$ cat src/design/refcounted_page_frame_allocator_defines.svh
// ----------------------------------------------------------------------------
// refcounted page frame allocator assertion macros
// shared property forms, clocked on clk and disabled while rst_n is low
// ----------------------------------------------------------------------------
`ifndef REFCOUNTED_PAGE_FRAME_ALLOCATOR_DEFINES_SVH
`define REFCOUNTED_PAGE_FRAME_ALLOCATOR_DEFINES_SVH

// same-cycle implication
`define RPFA_ASSERT_NOW(label, ante, cons, msg) \
  label: assert property (@(posedge clk) disable iff (!rst_n) (ante) |-> (cons)) \
    else $error(msg);

// next-cycle implication
`define RPFA_ASSERT_NEXT(label, ante, cons, msg) \
  label: assert property (@(posedge clk) disable iff (!rst_n) (ante) |=> (cons)) \
    else $error(msg);

`endif

$ cat src/design/rpfa_pkg.sv
// ----------------------------------------------------------------------------
// rpfa_pkg
// shared types, codes and constants of the page frame allocator
// ----------------------------------------------------------------------------
package rpfa_pkg;

  localparam int PAGE_BITS      = 12;
  localparam int CNT_FIELD_BITS = 16;
  localparam int CFG_BITS       = 13;
  localparam int NUM_PAGES_DEF  = 4096;
  localparam int COUNT_BITS_DEF = 16;

  localparam logic [CFG_BITS-1:0] FIRST_RESET = 13'd0;
  localparam logic [CFG_BITS-1:0] END_RESET   = 13'd4096;

  // configuration register indexes
  localparam logic CFG_IDX_FIRST = 1'b0;
  localparam logic CFG_IDX_END   = 1'b1;

  typedef enum logic [1:0] {
    OP_ALLOC  = 2'd0,
    OP_FREE   = 2'd1,
    OP_INCREF = 2'd2,
    OP_INIT   = 2'd3
  } op_t;

  typedef enum logic [1:0] {
    ST_OK      = 2'd0,
    ST_NO_PAGE = 2'd1,
    ST_RANGE   = 2'd2,
    ST_COUNT   = 2'd3
  } status_t;

  typedef struct packed {
    op_t                  op;
    logic [PAGE_BITS-1:0] page;
  } in_t;

  typedef struct packed {
    status_t                   status;
    logic [PAGE_BITS-1:0]      page_out;
    logic [CNT_FIELD_BITS-1:0] ref_count;
  } out_t;

  // controller to datapath
  typedef struct packed {
    logic accept;
    logic init_start;
    logic exec;
    logic sweep;
    logic sweep_push;
    logic hold_load;
    logic out_load;
    logic out_from_hold;
  } cmd_t;

  // datapath to controller
  typedef struct packed {
    logic sweep_last;
  } stat_t;

endpackage

$ cat src/design/rpfa_ctrl.sv
// ----------------------------------------------------------------------------
// rpfa_ctrl
// sequencer: clearing pass, accept, execute, init sweep and result hand-off
// ----------------------------------------------------------------------------
`include "refcounted_page_frame_allocator_defines.svh"

module rpfa_ctrl (
  input  logic           clk,
  input  logic           rst_n,
  input  logic           in_valid,
  output logic           in_stall,
  input  rpfa_pkg::in_t  in_data,
  output logic           out_valid,
  input  logic           out_stall,
  output rpfa_pkg::cmd_t cmd,
  input  rpfa_pkg::stat_t stat
);

  import rpfa_pkg::*;

  typedef enum logic [4:0] {
    S_CLEAR = 5'b00001,
    S_IDLE  = 5'b00010,
    S_EXEC  = 5'b00100,
    S_INIT  = 5'b01000,
    S_HOLD  = 5'b10000
  } state_t;

  state_t state_r, state_nxt;
  logic   out_valid_r, out_valid_nxt;
  logic   can_load;
  logic   accept;

  assign can_load = !out_valid_r || !out_stall;
  assign accept   = in_valid && (state_r == S_IDLE);
  assign in_stall = (state_r != S_IDLE);

  always_comb begin
    state_nxt = state_r;
    cmd       = '0;
    cmd.accept = accept;
    unique case (state_r)
      S_CLEAR: begin
        cmd.sweep = 1'b1;
        if (stat.sweep_last) state_nxt = S_IDLE;
      end
      S_IDLE: begin
        if (accept) begin
          if (in_data.op == OP_INIT) begin
            cmd.init_start = 1'b1;
            state_nxt      = S_INIT;
          end else begin
            state_nxt = S_EXEC;
          end
        end
      end
      S_EXEC: begin
        cmd.exec = 1'b1;
        if (can_load) begin
          cmd.out_load = 1'b1;
          state_nxt    = S_IDLE;
        end else begin
          cmd.hold_load = 1'b1;
          state_nxt     = S_HOLD;
        end
      end
      S_INIT: begin
        cmd.sweep      = 1'b1;
        cmd.sweep_push = 1'b1;
        if (stat.sweep_last) begin
          if (can_load) begin
            cmd.out_load = 1'b1;
            state_nxt    = S_IDLE;
          end else begin
            cmd.hold_load = 1'b1;
            state_nxt     = S_HOLD;
          end
        end
      end
      S_HOLD: begin
        if (can_load) begin
          cmd.out_load      = 1'b1;
          cmd.out_from_hold = 1'b1;
          state_nxt         = S_IDLE;
        end
      end
      default: state_nxt = S_CLEAR;
    endcase
  end

  always_comb begin
    out_valid_nxt = out_valid_r;
    if (cmd.out_load) begin
      out_valid_nxt = 1'b1;
    end else if (!out_stall) begin
      out_valid_nxt = 1'b0;
    end
  end

  always_ff @(posedge clk) begin
    if (!rst_n) begin
      state_r     <= S_CLEAR;
      out_valid_r <= 1'b0;
    end else begin
      state_r     <= state_nxt;
      out_valid_r <= out_valid_nxt;
    end
  end

  assign out_valid = out_valid_r;

  `RPFA_ASSERT_NEXT(a_exec_follows, accept && (in_data.op != OP_INIT), state_r == S_EXEC, "op did not move to execute")
  `RPFA_ASSERT_NOW(a_hold_full, state_r == S_HOLD, out_valid_r, "hold entered with empty output")
  `RPFA_ASSERT_NOW(a_rise_src, $rose(out_valid_r), $past(state_r == S_EXEC || state_r == S_INIT || state_r == S_HOLD), "result from no source")

endmodule

$ cat config.mk
export PLATFORM = sky130hd
export DESIGN_NAME = rpfa_ctrl
export DESIGN_NICKNAME = d
export VERILOG_FILES = /design/src/design/rpfa_pkg.sv /design/src/design/rpfa_ctrl.sv
export VERILOG_INCLUDE_DIRS = /design/src /design/src/design
export SDC_FILE = /design/constraint.sdc
export NUM_CORES = 1
export LEC_CHECK = 0
export ABC_CLOCK_PERIOD_IN_PS = 2600
export BUFFER_PORTS_ARGS = -buffer_cell sky130_fd_sc_hd__buf_4
export CORE_AREA = 2 2 39 41
export CTS_BUF_LIST = sky130_fd_sc_hd__clkbuf_4 sky130_fd_sc_hd__clkbuf_8 sky130_fd_sc_hd__clkbuf_16
export DETAILED_ROUTE_END_ITERATION = 8
export DIE_AREA = 0 0 41 43
export PLACE_DENSITY_LB_ADDON = 0.05
export SETUP_SLACK_MARGIN = 0.1
export SYNTH_ARGS = -nofsm -noshare
export SYNTH_HDL_FRONTEND = slang
export SYNTH_SLANG_ARGS = --single-unit
$ cat constraint.sdc
create_clock -name clk -period 2.6 [get_ports clk]
set_clock_uncertainty 0.05 [all_clocks]
set_input_delay 0.13 -clock clk [delete_from_list [all_inputs] [get_ports clk]]
set_output_delay 0.13 -clock clk [all_outputs]
set_load 0.1 [all_outputs]
### Word-level counts from Yosys, hierarchy flattened

Index checks and enable logic that the tools add are counted.

| word-level totals | value |
|---|---|
| output and inout bits | 10 |
| word-level logic and storage cells | 42 |
| bits in registers | 6 |
| input bits | 19 |

| operators by class | value |
|---|---|
| equality and inequality tests | 12 |
| reductions and logical operators | 6 |
| mux-type cells | 22 |

Operators with widths:

| operator | count |
|---|---|
| $mux W5 | 5 |
| $pmux W5 S5 | 1 |
| $mux W1 | 11 |
| $ne A2 B2 Y1 const B | 4 |
| $eq A5 B1 Y1 const B | 1 |
| $eq A5 B2 Y1 const B | 1 |
| $eq A5 B3 Y1 const B | 1 |
| $eq A5 B4 Y1 const B | 1 |
| $eq A5 B5 Y1 const B | 1 |
| $ne A5 B2 Y1 const B | 1 |
| $mux W2 | 2 |
| $mux W4 | 1 |
| $reduce_and A4 Y1 | 1 |
| $pmux W1 S3 | 1 |
| $eq A2 B2 Y1 const B | 1 |
| $logic_not A1 Y1 | 2 |
| $ne A2 B1 Y1 const B | 1 |
| $pmux W1 S2 | 1 |
| $reduce_or A2 Y1 | 1 |
| $logic_and A1 B1 Y1 | 1 |
| $logic_or A1 B1 Y1 | 1 |

### Depth between registers and ports, before layout

Gate-level depths: netlist (run 1).

| depth | value |
|---|---|
| word-level depth | 6 |
| mapped depth | 6 |
| mapped depth without buffers | 4 |

### Least setup slack after synthesis (run 1)

Ideal clock, no wire load.

| timing path | value |
|---|---|
| path type | register to output |
| start point | register out_valid_r (netlist: out_valid) |
| end point | output cmd[2] (netlist name) |
| stages on the path, launching flop included | 3 |
| path buffers | 0 |
| setup slack | -1.066 ns |
| data required time | 2.420 ns |
| arrival time | 3.486 ns |
| path through | dfxtp_1 nand2_1 a211oi_1 |

RTL lines:

| what | RTL line | source |
|---|---|---|
| from (decl) | rpfa_ctrl.sv:30 | `logic out_valid_r, out_valid_nxt;` |
| from (signal assigned) | rpfa_ctrl.sv:106 | `out_valid_r <= out_valid_nxt;` |
| to (decl) | rpfa_ctrl.sv:15 | `output rpfa_pkg::cmd_t cmd,` |

==> metrics, run 1 <==
status complete, no violations; Crit Path Max Fanout 10; initial core utilization about 36%; worst path cell trace nand3b_1 -> o22ai_1 -> nand2_1 -> a21oi_1 -> buf_4; Hold Buf Count CTS 0; worst path arrival time approximately 1.7 ns; Cell Area, Synth about 500 um2; first-pass GRT wire length 2042 um; predominant post-synthesis flop cell dfxtp_1; synth-to-layout area growth 24.81%; Hold Crit Start rst_n; async set-reset flop share out of synthesis 0%; Die ar. between 1500 and 2000 um2; sequential group share of total power approximately 37%; DP HPWL 929.8 um; Hold Crit Class primary input to flop; Clk pin slew, worst setup/hold paths about 0.05 ns; I/O pins 29; CTS HTree Levels 1; Post-synth EDFFs 0; cell count along the critical path 5; final instance area approximately 630 um2; grt ovf 0; Max clock buf depth 2; # clock sinks 6; worst-skew pair later-pin latency between 0.2 and 0.3 ns; post-synth cell types 30; unrepaired setup endpoints after global routing no; Pleak approximately 0.00025 uW; Final #Nets 100; hold depth 2; relative slew slack 67.35%; syn avg cell area 7.640 um2; sw frac around 38%; CTS tree done; Min Clock Period, post-route between 1.5 and 2 ns; total number of vias roughly 500; postcts setup bufs 0; Initial DRC Count 6; Final setup viols 0; number of global-route vias before repair between 400 and 500; critical path's slowest cell dfxtp_1; Core Region roughly 1400 um2; Worst EP required 2.42 ns; commonest cells in the synthesized netlist 6 x dfxtp_1, 6 x nand2_1, 5 x inv_1, 5 x nor2_1, 4 x a21oi_1; post-synthesis sequential area ratio between 20% and 30%; fin crit share roughly three quarters; Slew Viols, Final 0; Root Buffer clkbuf_4; CTS buffer count 3; Worst Setup End Kind output pin; setup_tns 0 ns; post_cts resized 0; Port-buffer cells 16; CP Launch Type flop; Routed Antenna Nets 0; Synth warnings 0; DR WL/cell ~13 um; die extent in y between 40 and 50 um; Placed Instance Area between 600 and 700 um2; most area-consuming cells after synthesis dfxtp_1 24%, buf_6 6.7%, and3_2 4.5%; routability cong. between 0.7 and 0.8; family with the most delay on the worst path flip-flops; post-synth top area share between 20% and 30%; Peak supply drop between 0.0002 and 0.0003 V; maxcap violations 0; DRC 0; Hold Vio Cnt, Final 0; clock network power share between 20 and 30%; worst slew pin tran about 0.49 ns; overall routing resource usage 16.98%; largest area contributor in the netlist dfxtp_1; FF-to-FF Start state_r[4]$_SDFFE_PN0P_; Synthesized Nets 85; largest net degree at the start of global routing 11; PwrDens 476.3 nW/um2; switching power 113.7 uW; reg2reg setup slack about 1.1 ns; FF+latch count, synth 6; FP Rows 14; DIE WIDTH roughly 41 um; Logic pwr share about a third; Setup CP Type flop to output pin; CP bufs+invs 1; via-per-instance ratio about 5.3; worst r2r path cells 4; share of cells above drive strength 1 approximately 34%; initial antenna violation count 0; Worst Hold Path EP state_r[0]$_SDFFE_PN1P_; Reg2Reg Capture Point state_r[1]$_SDFFE_PN0P_; maximum clock frequency roughly 0.52 GHz; CP peak stage delay roughly 0.58 ns; pre-CTS setup slack between 0.9 and 1 ns; DRT Pass-1 Iters 4; n_diodes 0; Total Routed Length 1218 um; Mapped Cells 66; Cell Int Power roughly 190 uW; Final WS setup about 0.68 ns
-- power by group through the flow --
stage	combinational, uW	clock, uW	sequential (uW)
3_3_place_gp	102	0	111
6_report	102	88.2	110
2_1_floorplan	92.8	0	103
4_1_cts	102	91.8	110
3_5_place_dp	102	0	112
5_1_grt	109	98.0	111
-- state kept, by name (all words and copies together), names as in the netlist --
name / cells
out_valid: 1
state_r: 5
-- final cells by class --
cell class	instances	area (um2)
clock buffer	3	22.52
fill	154	754.5
timing repair buffer	16	120.1
tap	16	20.02
multi-input combinational	49	327.8
sequential	6	120.1
inverter	5	18.77
-- per-layer routing --
layer / up-vias / wire length [um] / global-route usage, %
li1: 261 / - / -
met2: 10 / 567 / 25.00
met5: - / 0 / 0
met1: 228 / 578 / 22.90
met4: 0 / 24 / 6.000
met3: 2 / 47 / 4.712
-- logic make-up after synthesis --
group           share of synthesized area [%]
compound gates                          17.37
xor+xnor                                5.212
buf+inv                                 14.39
flops                                   23.82
simple gates                            39.20
-- worst max path at each step --
stage / startpoint / slack [ns] / to
3_5_place_dp: state_r[3]$_SDFFE_PN0P_ / 0.96 / cmd[1]
2_1_floorplan: out_valid$_SDFFE_PN0P_ / -0.11 / cmd[2]
4_1_cts: state_r[3]$_SDFFE_PN0P_ / 0.68 / cmd[1]
6_report: state_r[3]$_SDFFE_PN0P_ / 0.68 / cmd[1]
3_3_place_gp: state_r[3]$_SDFFE_PN0P_ / 0.98 / cmd[1]
5_1_grt: state_r[3]$_SDFFE_PN0P_ / 0.50 / cmd[1]
-- layout by cell type, fill, tap and decap left out, drive strengths merged, types with 2 or more instances in the layout --
cell	synthesis	layout
nor3	4	4
clkbuf	0	3
nor2b	2	2
nor3b	2	2
buf	6	16
nor2	5	5
a211oi	2	2
nand3b	2	2
xnor2	2	2
and3	5	5
nand2	6	6
a21oi	4	4
dfxtp	6	6
o21ai	4	4
inv	5	5
-- stage by stage --
step                      util [%]  instances  power (uW)  hold WS (ns)
after global routing         45.48         95       318.0       0.03261
after CTS                    45.48         95       304.5       0.03484
after floorplan                  -         66       195.5        0.1562
final                        45.48         95       299.7       0.03680
after global placement       43.85         92       213.6        0.2945
after detailed placement     43.85         92       213.5        0.2956
(Power assumes the default switching activity.)
==> run 2, diff against run 1 <==
Settings changed: ABC_CLOCK_PERIOD_IN_PS 2600 to 1700, CORE_AREA 2 2 39 41 to default, CORE_MARGIN from default to 1, CORE_UTILIZATION from default to 37, DIE_AREA 0 0 41 43 to default.
Clock period 2.6 ns to 1.7 ns, I/O delays scaled along.
==> run 2 against run 1 <==
  * Clock-buffer cell count unchanged
  * Via count increased by 13%
  * First-iteration DRC count increased to 4.7 times the previous value
  * Clock power increased by 41%
  * Worst hold slack improved by 0.11 ns
  * Largest cell class unchanged
  * Flip-flop and latch count unchanged
  * Power increased by 59%
  * Non-clock buffer count increased by 7
  * Sequential share of layout area decreased by 3.0 points
==> metrics, run 2 (synthesis results as in run 1) <==
initial core utilization around 43%; share of cells above drive strength 1 ~57%; DP HPWL 949.9 um; Final Util roughly 69%; Worst Setup End Kind output pin; # clock sinks 6; DRC 0; CP Launch Type flop; CP peak stage delay ~0.47 ns; fin crit share approximately 92%; Core Region 1186 um2; I/O pins 29; via-per-instance ratio 5.660; grt ovf 0; cell count along the critical path 4; Min Clock Period, post-route between 1.5 and 2 ns; critical path's slowest cell dfxtp_2; CTS HTree Levels 1; Worst Setup SP state_r[1]$_SDFFE_PN0P_; hold depth 3; setup_tns 0 ns; most flop-heavy register state_r; Max clock buf depth 2; Hold Crit Start stat; FF-to-FF Start state_r[3]$_SDFFE_PN0P_; overall routing resource usage a little over a fifth; synth-to-layout area growth 63.03%; Total Routed Length 1386 um; maximum clock frequency approximately 0.64 GHz; FP Rows 12; DRT Pass-1 Iters 4; Root Buffer clkbuf_4; DR WL/cell approximately 14 um; Routed Antenna Nets 0; relative slew slack 81.59%; status complete, no violations; worst slew pin tran ~0.28 ns; unrepaired setup endpoints after global routing yes; Clk pin slew, worst setup/hold paths around 0.04 ns; worst-skew pair later-pin latency around 0.24 ns; PwrDens a little under 600 nW/um2; total number of vias 566; number of global-route vias before repair 503; Crit Path Max Fanout 10; CTS buffer count 3; n_diodes 0; worst r2r path cells 5; family with the most delay on the worst path flip-flops; Setup CP Type flop to output pin; worst path cell trace and3_4 -> clkinvlp_4 -> nor2_4 -> buf_8; maxcap violations 0; largest net degree at the start of global routing 11; Die ar. between 1500 and 2000 um2; Worst EP required roughly 1.6 ns; Pleak approximately 0.00030 uW; max FFs per register 5; Hold Crit Class primary input to flop; Port-buffer cells 16; worst path arrival time ~1.4 ns; die extent in y slightly below 40 um; Slew Viols, Final 0; Final setup viols 0; CP bufs+invs 2; routability cong. 0.8241; initial antenna violation count 0; commonest non-fill, non-tap cell in the layout buf_4; Initial DRC Count 28; first-pass GRT wire length ~2200 um; Final #Nets between 100 and 150; Peak supply drop around 0.00037 V; CTS tree done; DIE WIDTH between 30 and 40 um; Hold Vio Cnt, Final 0
[run 2: cell count changes in the layout (fill, tap and decap cells not counted), moves of 3 or more]
cell / change
dfxtp_1: -6
nor2_1: -5
dfxtp_2: +4
nor2_4: +4
buf_6: +3
[run 2: tightest hold or removal path, stage by stage]
cell	delay [ns]
buf_4	0.10
and3_2	0.15
o21ai_0	0.06
[run 2: stage by stage]
step / cell area [um2] / instances / hold WS [ns] / setup WS, ns / power (uW)
after detailed placement: 689.4 / 93 / 0.2480 / 0.06782 / 345.1
after CTS: 760.7 / 97 / 0.0008544 / 0.07983 / 475.5
after global routing: 822.0 / 100 / 0.1513 / 0.06915 / 507.5
final: 822.0 / 100 / 0.1483 / 0.1353 / 476.8
after floorplan: 601.8 / 66 / 0.1112 / -0.2582 / 318.2
after global placement: 689.4 / 93 / 0.2468 / 0.08129 / 345.1
[run 2: cell type report]
| class | count | area (um2) |
|---|---|---|
| sequential | 6 | 132.6 |
| fill | 101 | 364.1 |
| timing repair buffer | 23 | 226.5 |
| inverter | 5 | 22.52 |
| multi-input combinational | 49 | 400.4 |
| tap | 14 | 17.52 |
| clock buffer | 3 | 22.52 |
[run 2: layer usage]
metal  part of all wire (%)  vias to the layer above  global-route usage [%]
li1                       -                      276                       -
met4                      0                        0                   6.897
met5                      0                        -                       0
met1                     42                      265                   26.46
met3                    8.1                        0                   9.827
met2                     50                       25                   34.17
[run 2: power breakdown]
part | switching, uW | total, uW | internal (uW)
clock | 44.7 | 124 | 79.4
combinational | 113 | 181 | 68.3
sequential | 23.9 | 172 | 148
total | 181 | 477 | 295
[run 2: worst paths after layout]
check / endpoint / slack, ns
setup reg to reg: state_r[1]$_SDFFE_PN0P_ / 0.21
setup / recovery: cmd[7] / 0.14
hold reg to reg: state_r[3]$_SDFFE_PN0P_ / 0.56
hold / removal: state_r[0]$_SDFFE_PN1P_ / 0.15
[run 2: repair_timing]
action | in CTS | in global routing
setup endpoints to repair | 10 | 9
setup buffers | 1 | 2
hold endpoints to repair | 0 | 1
hold buffers | 0 | 1
resized for setup | 12 | 14
pin swaps | 0 | 4
==> run 3, diff against run 2 <==
Settings changed: CELL_PAD_IN_SITES_DETAIL_PLACEMENT from default to 0, CELL_PAD_IN_SITES_GLOBAL_PLACEMENT from default to 1, CORE_ASPECT_RATIO from default to 0.8, CORE_UTILIZATION 37 to 25.
==> run 3 against run 2 <==
  * Critical path type unchanged
  * Sequential share of layout area fell by 1.1 points
  * Worst setup slack got worse by 0.0069 ns
  * Sequential power barely moved
  * Clock-buffer cell count did not move
  * Register-to-register slack got worse by 0.07 ns
  * Cell count rose by 14%
  * Critical path depth rose by 2
  * Global-route usage fell by 8.4 points
  * Via count fell by 4.8%
  * Final area rose by 6.2%
  * Combinational power rose by 8%
  * Clock power rose by 13%
==> metrics, run 3 (synthesis results as in run 1) <==
Crit Path Max Fanout 5; Setup CP Type flop to output pin; status complete, no violations; Cell Int Power ~310 uW; relative slew slack approximately 79%; worst path arrival time 1.44 ns; DIE WIDTH around 52 um; Worst EP required 1.56 ns; Min Clock Period, post-route about 1.6 ns; initial antenna violation count 0; sw frac 38.94%; Total Routed Length 1339 um; fin crit share 92.45%; CTS buffer count 3; Tot Pwr 506.3 uW; worst slew pin tran about 0.32 ns; CTS tree done; Die ar. 2202 um2; CP Launch Type flop; Worst Setup End Kind output pin; FP Rows 14; number of global-route vias before repair about 470; maxcap violations 0; grt ovf 0; DR WL/cell ~12 um; Layout fillers approximately 200; via-per-instance ratio between 4 and 5; first-pass GRT wire length 2173 um; sequential group share of total power approximately a third; Core Region approximately 1900 um2; clock network power share about 28%; n_diodes 0; Root Buffer clkbuf_4; most frequent cells in the layout 17 x buf_4, 5 x nand2_1, 4 x inv_1, 4 x nor2_4, 4 x buf_6; CTS HTree Levels 1; maximum clock frequency approximately 0.64 GHz; Final #Nets around 110; initial core utilization a little over a quarter; total number of vias 539; worst-skew pair later-pin latency around 0.25 ns; DP HPWL 1066 um; # clock sinks 6; Routed Antenna Nets 0; Clk pin slew, worst setup/hold paths roughly 0.050 ns; Slew Viols, Final 0; Hold Crit Class primary input to flop; CP peak stage delay 0.37 ns; most flop-heavy register state_r; PwrDens between 500 and 600 nW/um2; overall routing resource usage 13.50%; family with the most delay on the worst path buffers and inverters; Peak supply drop a little under 0.0004 V; Initial DRC Count 1; DRT Pass-1 Iters 4; share of cells above drive strength 1 a little under three fifths; Final setup viols 0; largest net degree at the start of global routing 11; Final WS setup approximately 0.13 ns; die extent in y 42.17 um; unrepaired setup endpoints after global routing yes; routability cong. approximately 0.75; CP bufs+invs 3; max FFs per register 5; WHS between 0.1 and 0.15 ns; Logic pwr share roughly two fifths; DRC 0; Max clock buf depth 2; pre-CTS setup slack 0.1686 ns; worst path cell trace buf_6 -> nor2_4 -> and3_4 -> clkinvlp_4 -> nor2_4 -> buf_12; critical path's slowest cell dfxtp_4; Pleak around 0.00032 uW; Hold Vio Cnt, Final 0; Port-buffer cells 16; commonest non-fill, non-tap cell in the layout buf_4; synth-to-layout area growth 73.20%; CP dominant cell by count nor2_4; I/O pins 29; switching power between 150 and 200 uW
run 3: cell types whose count changed in the layout (fill, tap and decap cells not counted):
cell / change
and3_2: +1
and3_4: -1
buf_12: +1
buf_4: +3
buf_6: +1
clkbuf_4: -1
dfxtp_1: +1
dfxtp_2: -1
nand2_1: +1
nand2_2: -1
run 3: power by group through the flow:
stage	clock network [uW]	registers (uW)	logic, uW
global route	156	172	209
global placement	0	174	178
CTS	142	169	183
floorplan	0	158	160
finish	140	170	196
detailed placement	0	174	176
run 3: path summary, 6_finish.rpt:
kind         cells after the start                       to  slack, ns                    start
max                              6                   cmd[7]       0.13  state_r[2]$_SDFFE_PN0P_
max reg2reg                      6  state_r[1]$_SDFFE_PN0P_       0.14  state_r[3]$_SDFFE_PN0P_
min reg2reg                      2  state_r[3]$_SDFFE_PN0P_       0.57  state_r[1]$_SDFFE_PN0P_
min                              3  state_r[2]$_SDFFE_PN0P_       0.14              in_data[13]
run 3: area by class of cell:
type / count / area [um2] / share of cell area [%]
clock buffers: 3 / 22.52 / 2.579
flip-flops and latches: 6 / 131.4 / 15.04
repair buffers: 27 / 272.8 / 31.23
multi-input cells: 49 / 394.1 / 45.13
well taps: 24 / 30.03 / 3.438
inverters: 5 / 22.52 / 2.579
run 3: tightest hold or removal path, cell delays in order:
cell and delay, ns:
buf_4 0.07, and2_1 0.18, nor4b_2 0.07
run 3: routing by layer:
metal,GRT usage [%],wire [um],up-vias
li1,-,-,280
met1,20.18,717,245
met2,18.46,558,14
met3,4.348,64,0
met4,3.158,0,0
met5,0,0,-
run 3: stage by stage:
step	TNS [ns]	instance area (um2)	cells	utilization, %
6_report	0	873.3	114	46.16
5_1_grt	0	873.3	114	46.16
4_1_cts	0	829.5	111	43.85
3_5_place_dp	0	737.0	106	38.96
3_3_place_gp	0	737.0	106	38.96
2_1_floorplan	-0.3284	601.8	66	-
run 3: repair_timing:
item / 4_1_cts / 5_1_grt
hold buffers: 1 / 0
endpoints found under the hold margin: 1 / 0
pin swaps: 2 / 1
gates resized for setup: 17 / 6
endpoints found under the setup margin: 9 / 8
setup buffers: 1 / 3
